$ cat src/design/dfsc_pkg.sv
// shared types and constants for the delta frame skip/copy decoder
`default_nettype none

package dfsc_pkg;

	localparam int BYTES_PER_PIXEL = 4;
	localparam int SIDE_W          = 13;
	localparam int FRAMES_W        = 16;
	localparam int AREA_W          = 2 * SIDE_W;
	localparam int POS_W           = AREA_W + 1;
	localparam int PAY_W           = 32;
	localparam int COUNT_W         = 16;
	localparam int INDEX_W         = 24;
	localparam int PIXEL_W         = 32;
	localparam int DATA_W          = 8;
	localparam int PADDR_W         = 4;
	localparam int PDATA_W         = 32;
	localparam int OUT_DATA_W      = 80;

	localparam logic [1:0] REG_WIDTH  = 2'd0;
	localparam logic [1:0] REG_HEIGHT = 2'd1;
	localparam logic [1:0] REG_FRAMES = 2'd2;

	localparam logic [7:0] TYPE_KEY   = 8'd0;
	localparam logic [7:0] TYPE_DELTA = 8'd1;

	typedef enum logic [1:0] {
		KIND_KEY   = 2'd0,
		KIND_DELTA = 2'd1,
		KIND_OTHER = 2'd2
	} kind_t;

	typedef enum logic [1:0] {
		ERR_NONE    = 2'd0,
		ERR_SIZE    = 2'd1,
		ERR_OVERRUN = 2'd2,
		ERR_TYPE    = 2'd3
	} err_t;

	typedef struct packed {
		logic [AREA_W-1:0]   area;
		logic [FRAMES_W-1:0] frames;
	} cfg_t;

	typedef struct packed {
		logic                valid;
		logic                write_valid;
		logic [INDEX_W-1:0]  pixel_index;
		logic [PIXEL_W-1:0]  pixel_value;
		logic                frame_done;
		logic [FRAMES_W-1:0] frame_number;
		logic                animation_done;
		err_t                error_code;
	} result_t;

endpackage

`default_nettype wire

$ cat src/design/dfsc_cfg.sv
// apb register file with clamped frame area and frame count
`default_nettype none

module dfsc_cfg #(
	parameter int MAX_SIDE = 4096
) (
	input  wire                           clk,
	input  wire                           arst_n,
	input  wire                           psel,
	input  wire                           penable,
	input  wire                           pwrite,
	input  wire  [dfsc_pkg::PADDR_W-1:0]  paddr,
	input  wire  [dfsc_pkg::PDATA_W-1:0]  pwdata,
	output logic [dfsc_pkg::PDATA_W-1:0]  prdata,
	output logic                          pready,
	output dfsc_pkg::cfg_t                cfg
);
	import dfsc_pkg::*;

	localparam logic [16:0] MAX_SIDE_C = 17'(MAX_SIDE);

	logic [SIDE_W-1:0]   width_q;
	logic [SIDE_W-1:0]   height_q;
	logic [FRAMES_W-1:0] frames_q;
	logic [AREA_W-1:0]   area_q;
	logic [SIDE_W-1:0]   width_c;
	logic [SIDE_W-1:0]   height_c;
	logic                wr_en;
	logic [1:0]          reg_sel;

	assign pready  = 1'b1;
	assign reg_sel = paddr[3:2];
	assign wr_en   = psel && penable && pwrite && pready;

	function automatic logic [SIDE_W-1:0] clamp_side(input logic [SIDE_W-1:0] v);
		logic [SIDE_W-1:0] r;
		if (v == '0) begin
			r = SIDE_W'(1);
		end else if ({4'b0, v} > MAX_SIDE_C) begin
			r = SIDE_W'(MAX_SIDE_C);
		end else begin
			r = v;
		end
		return r;
	endfunction

	assign width_c  = clamp_side(width_q);
	assign height_c = clamp_side(height_q);

	always_ff @(posedge clk or negedge arst_n) begin
		if (!arst_n) begin
			width_q  <= SIDE_W'(1);
			height_q <= SIDE_W'(1);
			frames_q <= FRAMES_W'(1);
			area_q   <= AREA_W'(1);
		end else begin
			if (wr_en) begin
				unique case (reg_sel)
					REG_WIDTH:  width_q  <= pwdata[SIDE_W-1:0];
					REG_HEIGHT: height_q <= pwdata[SIDE_W-1:0];
					REG_FRAMES: frames_q <= pwdata[FRAMES_W-1:0];
					default: ;
				endcase
			end
			area_q <= width_c * height_c;
		end
	end

	always_comb begin
		unique case (reg_sel)
			REG_WIDTH:  prdata = PDATA_W'(width_q);
			REG_HEIGHT: prdata = PDATA_W'(height_q);
			REG_FRAMES: prdata = PDATA_W'(frames_q);
			default:    prdata = '0;
		endcase
	end

	assign cfg.area   = area_q;
	assign cfg.frames = (frames_q == '0) ? FRAMES_W'(1) : frames_q;

endmodule

`default_nettype wire

$ cat src/design/dfsc_parse.sv
// frame stream parser: per-byte state update and result decode
`default_nettype none

module dfsc_parse (
	input  wire                          clk,
	input  wire                          arst_n,
	input  wire                          step,
	input  wire  [dfsc_pkg::DATA_W-1:0]  stream_byte,
	input  wire  dfsc_pkg::cfg_t         cfg,
	output dfsc_pkg::result_t            res
);
	import dfsc_pkg::*;

	typedef enum logic [2:0] {
		PH_TYPE  = 3'd0,
		PH_SIZE  = 3'd1,
		PH_KEY   = 3'd2,
		PH_DHDR  = 3'd3,
		PH_DCOPY = 3'd4,
		PH_SKIP  = 3'd5
	} phase_t;

	phase_t              phase_q, phase_n;
	logic [1:0]          cnt_q, cnt_n;
	kind_t               kind_q, kind_n;
	logic [PAY_W-1:0]    pay_q, pay_n;
	logic [POS_W-1:0]    pos_q, pos_n;
	logic [COUNT_W-1:0]  skip_q, skip_n;
	logic [COUNT_W-1:0]  copy_q, copy_n;
	logic [23:0]         part_q, part_n;
	logic [FRAMES_W-1:0] cur_q, cur_n;

	logic [PAY_W-1:0]    pay_asm;
	logic [PAY_W-1:0]    pay_dec;
	logic [23:0]         part_asm;
	logic [POS_W-1:0]    pos_inc;
	logic [POS_W-1:0]    pos_skip;
	logic [POS_W:0]      run_end;
	logic [POS_W-1:0]    area_x;
	logic [COUNT_W-1:0]  copy_full;
	logic [COUNT_W-1:0]  copy_dec;
	logic [PIXEL_W-1:0]  pix;
	logic                in_frame;
	logic                anim;
	logic [FRAMES_W:0]   cur_inc;
	err_t                size_err;
	err_t                run_err;

	always_comb begin
		pay_asm  = pay_q;
		part_asm = part_q;
		unique case (cnt_q)
			2'd0: begin
				pay_asm[7:0]   = stream_byte;
				part_asm[7:0]  = stream_byte;
			end
			2'd1: begin
				pay_asm[15:8]  = stream_byte;
				part_asm[15:8] = stream_byte;
			end
			2'd2: begin
				pay_asm[23:16]  = stream_byte;
				part_asm[23:16] = stream_byte;
			end
			default: begin
				pay_asm[31:24] = stream_byte;
			end
		endcase
	end

	assign area_x    = POS_W'(cfg.area);
	assign pay_dec   = pay_q - PAY_W'(1);
	assign pos_inc   = (&pos_q) ? pos_q : pos_q + POS_W'(1);
	assign pos_skip  = pos_q + POS_W'(skip_q);
	assign copy_full = {stream_byte, copy_q[7:0]};
	assign copy_dec  = copy_q - COUNT_W'(1);
	assign run_end   = {1'b0, pos_skip} + (POS_W+1)'(copy_full);
	assign pix       = {stream_byte, part_q};
	assign in_frame  = pos_q < area_x;
	assign cur_inc   = {1'b0, cur_q} + (FRAMES_W+1)'(1);
	assign anim      = cur_inc >= {1'b0, cfg.frames};
	assign size_err  = (pay_asm != PAY_W'({cfg.area, 2'b00})) ? ERR_SIZE : ERR_NONE;
	assign run_err   = (run_end > (POS_W+1)'(cfg.area)) ? ERR_OVERRUN : ERR_NONE;

	always_comb begin
		phase_n = phase_q;
		cnt_n   = cnt_q;
		kind_n  = kind_q;
		pay_n   = pay_q;
		pos_n   = pos_q;
		skip_n  = skip_q;
		copy_n  = copy_q;
		part_n  = part_q;
		cur_n   = cur_q;

		res                = '0;
		res.frame_number   = cur_q;
		res.error_code     = ERR_NONE;

		unique case (phase_q)
			PH_TYPE: begin
				if (stream_byte == TYPE_KEY) begin
					kind_n = KIND_KEY;
				end else if (stream_byte == TYPE_DELTA) begin
					kind_n = KIND_DELTA;
				end else begin
					kind_n         = KIND_OTHER;
					res.valid      = 1'b1;
					res.error_code = ERR_TYPE;
				end
				phase_n = PH_SIZE;
				cnt_n   = '0;
				pay_n   = '0;
			end
			PH_SIZE: begin
				pay_n = pay_asm;
				if (cnt_q != 2'd3) begin
					cnt_n = cnt_q + 2'd1;
				end else begin
					cnt_n  = '0;
					pos_n  = '0;
					part_n = '0;
					unique case (kind_q)
						KIND_KEY: begin
							if (pay_asm == '0) begin
								res.valid      = 1'b1;
								res.frame_done = 1'b1;
								res.error_code = size_err;
							end else begin
								phase_n = PH_KEY;
								if (size_err != ERR_NONE) begin
									res.valid      = 1'b1;
									res.error_code = size_err;
								end
							end
						end
						KIND_DELTA: begin
							phase_n = PH_DHDR;
							skip_n  = '0;
							copy_n  = '0;
						end
						default: begin
							if (pay_asm == '0) begin
								res.valid      = 1'b1;
								res.frame_done = 1'b1;
							end else begin
								phase_n = PH_SKIP;
							end
						end
					endcase
				end
			end
			PH_KEY: begin
				pay_n = pay_dec;
				if (cnt_q != 2'd3) begin
					part_n = part_asm;
					cnt_n  = cnt_q + 2'd1;
				end else begin
					res.write_valid = in_frame;
					res.pixel_index = INDEX_W'(pos_q);
					res.pixel_value = pix;
					pos_n  = pos_inc;
					part_n = '0;
					cnt_n  = '0;
				end
				if (pay_dec == '0) begin
					res.valid      = 1'b1;
					res.frame_done = 1'b1;
				end else if (res.write_valid) begin
					res.valid = 1'b1;
				end
			end
			PH_DHDR: begin
				unique case (cnt_q)
					2'd0: skip_n = COUNT_W'(stream_byte);
					2'd1: skip_n = {stream_byte, skip_q[7:0]};
					2'd2: copy_n = COUNT_W'(stream_byte);
					default: begin
						copy_n = copy_full;
						pos_n  = pos_skip;
						part_n = '0;
					end
				endcase
				cnt_n = cnt_q + 2'd1;
				if (cnt_q == 2'd3) begin
					res.error_code = run_err;
					if (copy_full == '0) begin
						if (pos_skip >= area_x) begin
							res.valid      = 1'b1;
							res.frame_done = 1'b1;
						end else if (run_err != ERR_NONE) begin
							res.valid = 1'b1;
						end
					end else begin
						phase_n = PH_DCOPY;
						if (run_err != ERR_NONE) begin
							res.valid = 1'b1;
						end
					end
				end
			end
			PH_DCOPY: begin
				if (cnt_q != 2'd3) begin
					part_n = part_asm;
					cnt_n  = cnt_q + 2'd1;
				end else begin
					res.write_valid = in_frame;
					res.pixel_index = INDEX_W'(pos_q);
					res.pixel_value = pix;
					pos_n  = pos_inc;
					part_n = '0;
					cnt_n  = '0;
					copy_n = copy_dec;
					if (copy_dec == '0 && pos_inc >= area_x) begin
						res.valid      = 1'b1;
						res.frame_done = 1'b1;
					end else begin
						if (copy_dec == '0) begin
							phase_n = PH_DHDR;
						end
						res.valid = in_frame;
					end
				end
			end
			PH_SKIP: begin
				pay_n = pay_dec;
				if (pay_dec == '0) begin
					res.valid      = 1'b1;
					res.frame_done = 1'b1;
				end
			end
			default: begin
				phase_n = PH_TYPE;
				cnt_n   = '0;
			end
		endcase

		if (!res.write_valid) begin
			res.pixel_index = '0;
			res.pixel_value = '0;
		end
		if (res.frame_done) begin
			res.animation_done = anim;
			cur_n   = anim ? '0 : cur_inc[FRAMES_W-1:0];
			phase_n = PH_TYPE;
			cnt_n   = '0;
		end
	end

	always_ff @(posedge clk or negedge arst_n) begin
		if (!arst_n) begin
			phase_q <= PH_TYPE;
			cnt_q   <= '0;
			kind_q  <= KIND_KEY;
			pay_q   <= '0;
			pos_q   <= '0;
			skip_q  <= '0;
			copy_q  <= '0;
			part_q  <= '0;
			cur_q   <= '0;
		end else if (step) begin
			phase_q <= phase_n;
			cnt_q   <= cnt_n;
			kind_q  <= kind_n;
			pay_q   <= pay_n;
			pos_q   <= pos_n;
			skip_q  <= skip_n;
			copy_q  <= copy_n;
			part_q  <= part_n;
			cur_q   <= cur_n;
		end
	end

endmodule

`default_nettype wire

$ cat src/design/delta_frame_skip_copy_decoder_core.sv
// top level of the delta frame skip/copy decoder
// usage:
//   the slave stream takes the encoded animation one byte per transfer in
//   s_tdata; the master stream gives one result per event: a frame store
//   write (m_tuser high), a frame close (m_tlast high) or an error report.
//   frame geometry and frame count are set over the apb port while idle.
// decode: a taken byte waits in the byte register until the parser steps;
//   its result, if any, is registered then and shown on the master side.
// throughput: one byte per cycle, sustained; the byte register and the
//   result register each hold one item, so the parser advances every cycle
//   that the result register is empty or being drained.
// stall: while a result waits on m_tready the parser holds, the byte
//   register fills, and s_tready drops until the result is taken.
// reset: arst_n clears both stages, the parser state and the frame counter;
//   width, height and frame count return to 1. the first byte after reset
//   is taken as a frame type byte.
// the frame area product is registered in the cycle after a register write.
`default_nettype none

module delta_frame_skip_copy_decoder_core #(
	parameter int MAX_SIDE = 4096
) (
	input  wire                              clk,
	input  wire                              arst_n,
	// apb configuration
	input  wire                              psel,
	input  wire                              penable,
	input  wire                              pwrite,
	input  wire  [dfsc_pkg::PADDR_W-1:0]     paddr,
	input  wire  [dfsc_pkg::PDATA_W-1:0]     pwdata,
	output logic [dfsc_pkg::PDATA_W-1:0]     prdata,
	output logic                             pready,
	// byte stream in
	input  wire                              s_tvalid,
	output logic                             s_tready,
	input  wire  [dfsc_pkg::DATA_W-1:0]      s_tdata,   // [7:0] stream_byte
	// result stream out
	output logic                             m_tvalid,
	input  wire                              m_tready,
	// [23:0] pixel_index, [55:24] pixel_value, [71:56] frame_number,
	// [72] animation_done, [74:73] error_code, [79:75] zero
	output logic [dfsc_pkg::OUT_DATA_W-1:0]  m_tdata,
	output logic                             m_tuser,   // write_valid
	output logic                             m_tlast    // frame_done
);
	import dfsc_pkg::*;

	cfg_t              cfg;
	result_t           res;
	logic              in_v_s1;
	logic [DATA_W-1:0] in_byte_s1;
	logic              adv;
	logic              step;
	logic              out_v_s2;
	result_t           out_s2;

	dfsc_cfg #(
		.MAX_SIDE (MAX_SIDE)
	) u_cfg (
		.clk     (clk),
		.arst_n  (arst_n),
		.psel    (psel),
		.penable (penable),
		.pwrite  (pwrite),
		.paddr   (paddr),
		.pwdata  (pwdata),
		.prdata  (prdata),
		.pready  (pready),
		.cfg     (cfg)
	);

	dfsc_parse u_parse (
		.clk         (clk),
		.arst_n      (arst_n),
		.step        (step),
		.stream_byte (in_byte_s1),
		.cfg         (cfg),
		.res         (res)
	);

	assign adv      = !out_v_s2 || m_tready;
	assign step     = in_v_s1 && adv;
	assign s_tready = !in_v_s1 || adv;

	always_ff @(posedge clk or negedge arst_n) begin
		if (!arst_n) begin
			in_v_s1 <= 1'b0;
		end else if (s_tready) begin
			in_v_s1 <= s_tvalid;
		end
	end

	always_ff @(posedge clk) begin
		if (s_tready && s_tvalid) begin
			in_byte_s1 <= s_tdata;
		end
	end

	always_ff @(posedge clk or negedge arst_n) begin
		if (!arst_n) begin
			out_v_s2 <= 1'b0;
		end else if (adv) begin
			out_v_s2 <= step && res.valid;
		end
	end

	always_ff @(posedge clk) begin
		if (step && res.valid) begin
			out_s2 <= res;
		end
	end

	assign m_tvalid = out_v_s2;
	assign m_tuser  = out_s2.write_valid;
	assign m_tlast  = out_s2.frame_done;
	assign m_tdata  = {5'b0, out_s2.error_code, out_s2.animation_done,
		out_s2.frame_number, out_s2.pixel_value, out_s2.pixel_index};

endmodule

`default_nettype wire

$ cat config.mk
export PLATFORM = sky130hd
export DESIGN_NAME = delta_frame_skip_copy_decoder_core
export DESIGN_NICKNAME = d
export VERILOG_FILES = /design/src/design/dfsc_pkg.sv /design/src/design/dfsc_cfg.sv /design/src/design/dfsc_parse.sv /design/src/design/delta_frame_skip_copy_decoder_core.sv
export SDC_FILE = /design/constraint.sdc
export NUM_CORES = 1
export LEC_CHECK = 0
export ABC_AREA = 1
export BUFFER_PORTS_ARGS = -buffer_cell sky130_fd_sc_hd__buf_2
export CORE_MARGIN = 4
export CORE_UTILIZATION = 30
export CTS_CLUSTER_DIAMETER = 200
export CTS_CLUSTER_SIZE = 16
export DETAILED_ROUTE_END_ITERATION = 16
export SYNTH_ARGS = -nofsm -noshare
export SYNTH_HDL_FRONTEND = slang
export SYNTH_SLANG_ARGS = --single-unit
$ cat constraint.sdc
create_clock -name clk -period 10.5 [get_ports clk]
set_clock_uncertainty 0.05 [all_clocks]
set_input_delay 1.575 -clock clk [delete_from_list [all_inputs] [get_ports clk]]
set_output_delay 1.575 -clock clk [all_outputs]
set_load 0.02 [all_outputs]
==> reports/qor.yml <==
crit_top_cell: "nand2_1"
synth_seq_cells: 293
drt-initial-drc-count: 1991
slew_viol_final: 0
power_mw: 7.98
grt_max_degree: 103
via_per_inst: 4.93
place_ws_ns: 3.25
grt_pass1_vias: 22928
layout_worst_path_cycle_share_pct: 70.1
netlist.area_leader.share_pct: 19.4
gp_congestion: 0.959
drt-total-wl_microns: 87000
synth_top_cell_by_area: "dfrtp_1"
ys_types: 59
fill_cells: 9343
end_kind: "flop"
cts_tree: "done"
power_density_nw_per_um2: 277
rsz0062_at_grt: "false"
post_cts_resized: 0
startpoint_type: "flop"
clkLatencyLatePin_ns: 0.61
cts-root-buf: "clkbuf_16"
clock_sinks: 293
crit_arrival_ns: 7.54
clockBufferDepth: 3
worst_ep_required_time_ns: 10.67
fmax_mhz: 136
ys_warn_count: 0
post_cts_buffers: 0
setup_ws_ns: 3.14
slowest_stage: "buf_4"
met3_usage_pct: 1.87
grt_pass1_wl_microns: 136000
slowest_delay_ns: 0.69
die_x_microns: 304
cts_made_buffers: 22
use_met1_pct: 26.0
outcome: "finished, final reports clean"
place_area_sq_um: 28100
diodes: 0
max_slew_margin_pct: 25.7
path_clk_slew_ns: 0.08
fin_nets: 4069
worst-setup-path-type: "reg2reg"
synth_area_leaders: "dfrtp_1, nand2_1, ha_1"
die_h_microns: 304
hold_viol: 0
antenna_found_initial: 1
finalSetupTns_ns: 0
gr-total-overflow: 0
finalInstanceArea_sq_um: 28800
htreeDepth: 1
ir_drop_uv: 149
synth_area_sq_um: 26300
hpwl_microns: 68700
ioPinCount: 168
drt-pass1-iter-count: 7
syn_inst: 3576
avgSynthCellArea_sq_um: 7.37
yosys_most_used_dff: "dfrtp_1"
portBuffers: 127
ant_nets: 0
synth_edf_count: 85
hp-class: "reg2reg"
period_needed_ns: 7.36
wl_per_cell_microns: 18.0
top_usage_layer: "met2"
stdcell_count: 4832
met2_usage_pct: 30.1
ys_async_sr_fraction_pct: 71.0
tightest_slew_ns: 1.11
core.rowCount: 108
maxCapViolCount: 0
postCtsHoldBufs: 0
leakage_nw: 14.1
syn2layout_area_growth_pct: 9.26
grt_usage_pct: 18.4
coreArea_sq_um: 86900
yosysSeqAreaShare_pct: 29.5
cp_max_fo: 59
vias: 23834
drc: 0
die-area_sq_um: 92600
start_util_pct: 30.3
setup_violations: 0
dp_cells: 4792
drive_above_1_share_pct: 5.90
[registers in the layout (all words and copies together), names as in the netlist, 3 cells and up]
register / cells
m_tdata: 75
u_parse.pay_q: 32
u_parse.pos_q: 27
u_cfg.area_q: 26
u_parse.part_q: 24
u_cfg.frames_q: 16
u_parse.copy_q: 16
u_parse.cur_q: 16
u_parse.skip_q: 16
u_cfg.height_q: 13
u_cfg.width_q: 13
in_byte_s1: 8
u_parse.phase_q: 3
[metal layers]
layer	part of all wire (%)	wire (microns)
met1	45	39300
met2	45	39600
met3	6.3	5460
met4	3.1	2690
met5	0	0
[synthesized netlist by cell type (11+ instances only)]
master / instances
buf_2: 14
fa_1: 123
edfxtp_1: 85
o21ai_1: 13
inv_1: 542
xnor2_1: 21
buf_4: 24
nand4_1: 81
nor2_1: 443
nand3_1: 138
nor2_2: 11
dfrtp_1: 204
xor2_1: 90
o21ai_0: 160
nand2_1: 940
a31oi_1: 54
a21oi_1: 130
a22oi_1: 14
o221ai_1: 12
clkbuf_1: 56
nor4_1: 23
o22ai_1: 22
ha_1: 234
nor3_1: 35
[final timing paths]
kind	slack, ns	cells past startpoint	startpoint	endpoint
worst max-delay path	3.14	30	u_parse.pos_q[0]	m_tdata[15]
worst min-delay path	0.44	2	u_cfg.frames_q[4]	u_cfg.frames_q[4]
worst max register to register	3.14	30	u_parse.pos_q[0]	m_tdata[15]
worst min register to register	0.44	2	u_cfg.frames_q[4]	u_cfg.frames_q[4]
max in group asynchronous	7.29	3	arst_n	u_parse.pay_q[2]
min in group asynchronous	1.04	1	arst_n	in_v_s1
[cell families (layout without fill, tap and decap cells)]
family	after synthesis	count (layout)	share of synthesized area, %
other cells	2	22	0.0285
buf+inv	658	739	9.88
xor+xnor	111	111	3.69
fa+ha+maj	357	357	20.5
simple gates	1713	1713	27.0
flops	293	293	29.5
compound gates	442	442	9.47
[layout by cell type (no fill, tap or decap), types with 4 or more instances in the layout]
master	instances
fa_1	123
o22ai_1	22
nor2_4	4
conb_1	22
o21bai_1	5
xor2_1	90
dfrtp_1	204
edfxtp_1	85
a31oi_1	54
clkbuf_1	16
nand4_1	81
nor2_1	443
ha_1	234
clkbuf_16	22
nor2_2	11
nand3b_1	6
nand2_2	10
a22oi_1	14
a21o_1	4
o21ai_0	160
a211oi_1	4
o21a_1	5
inv_1	540
a21oi_1	129
nor4_1	23
xnor2_1	21
o211ai_1	6
clkinv_1	10
or2_2	5
nand2_1	940
nor3_1	35
o221ai_1	12
nand3_1	138
buf_2	126
buf_4	17
dfstp_2	4
o21ai_1	13
[stage by stage]
stage | util [%] | hold WS [ns]
2_1_floorplan | - | 0.397
3_3_place_gp | 32.4 | 0.416
3_5_place_dp | 32.4 | 0.423
4_1_cts | 33.1 | 0.438
5_1_grt | 33.1 | 0.454
6_report | 33.1 | 0.437
[power by group]
part	switching, mW	internal, mW	total [mW]
logic	3.50	1.72	5.23
clock network	0.471	0.400	0.871
registers	0.359	1.52	1.88
[final cells by class]
| type | count | area [sq um] | area share (%) |
|---|---|---|---|
| well taps | 1155 | 1450 | 5.02 |
| flip-flops and latches | 293 | 7760 | 27.0 |
| clock inverters | 2 | 27.5 | 0.0957 |
| multi-input cells | 2645 | 16100 | 55.8 |
| clock buffers | 38 | 611 | 2.12 |
| inverters | 555 | 2090 | 7.25 |
| repair buffers | 144 | 773 | 2.69 |
[critical path: cells and delay by family, from the launching register on]
family | cells | cell delay [ns]
buffers and inverters | 2 | 1.04
adders and majority gates | 4 | 1.38
DFF | 1 | 0.42
and+or+nand+nor | 17 | 2.12
xor gates and xnor gates | 2 | 0.51
AOI/OAI and AO/OA | 5 | 1.39
Note: power is estimated with default switching activity, not from simulation.
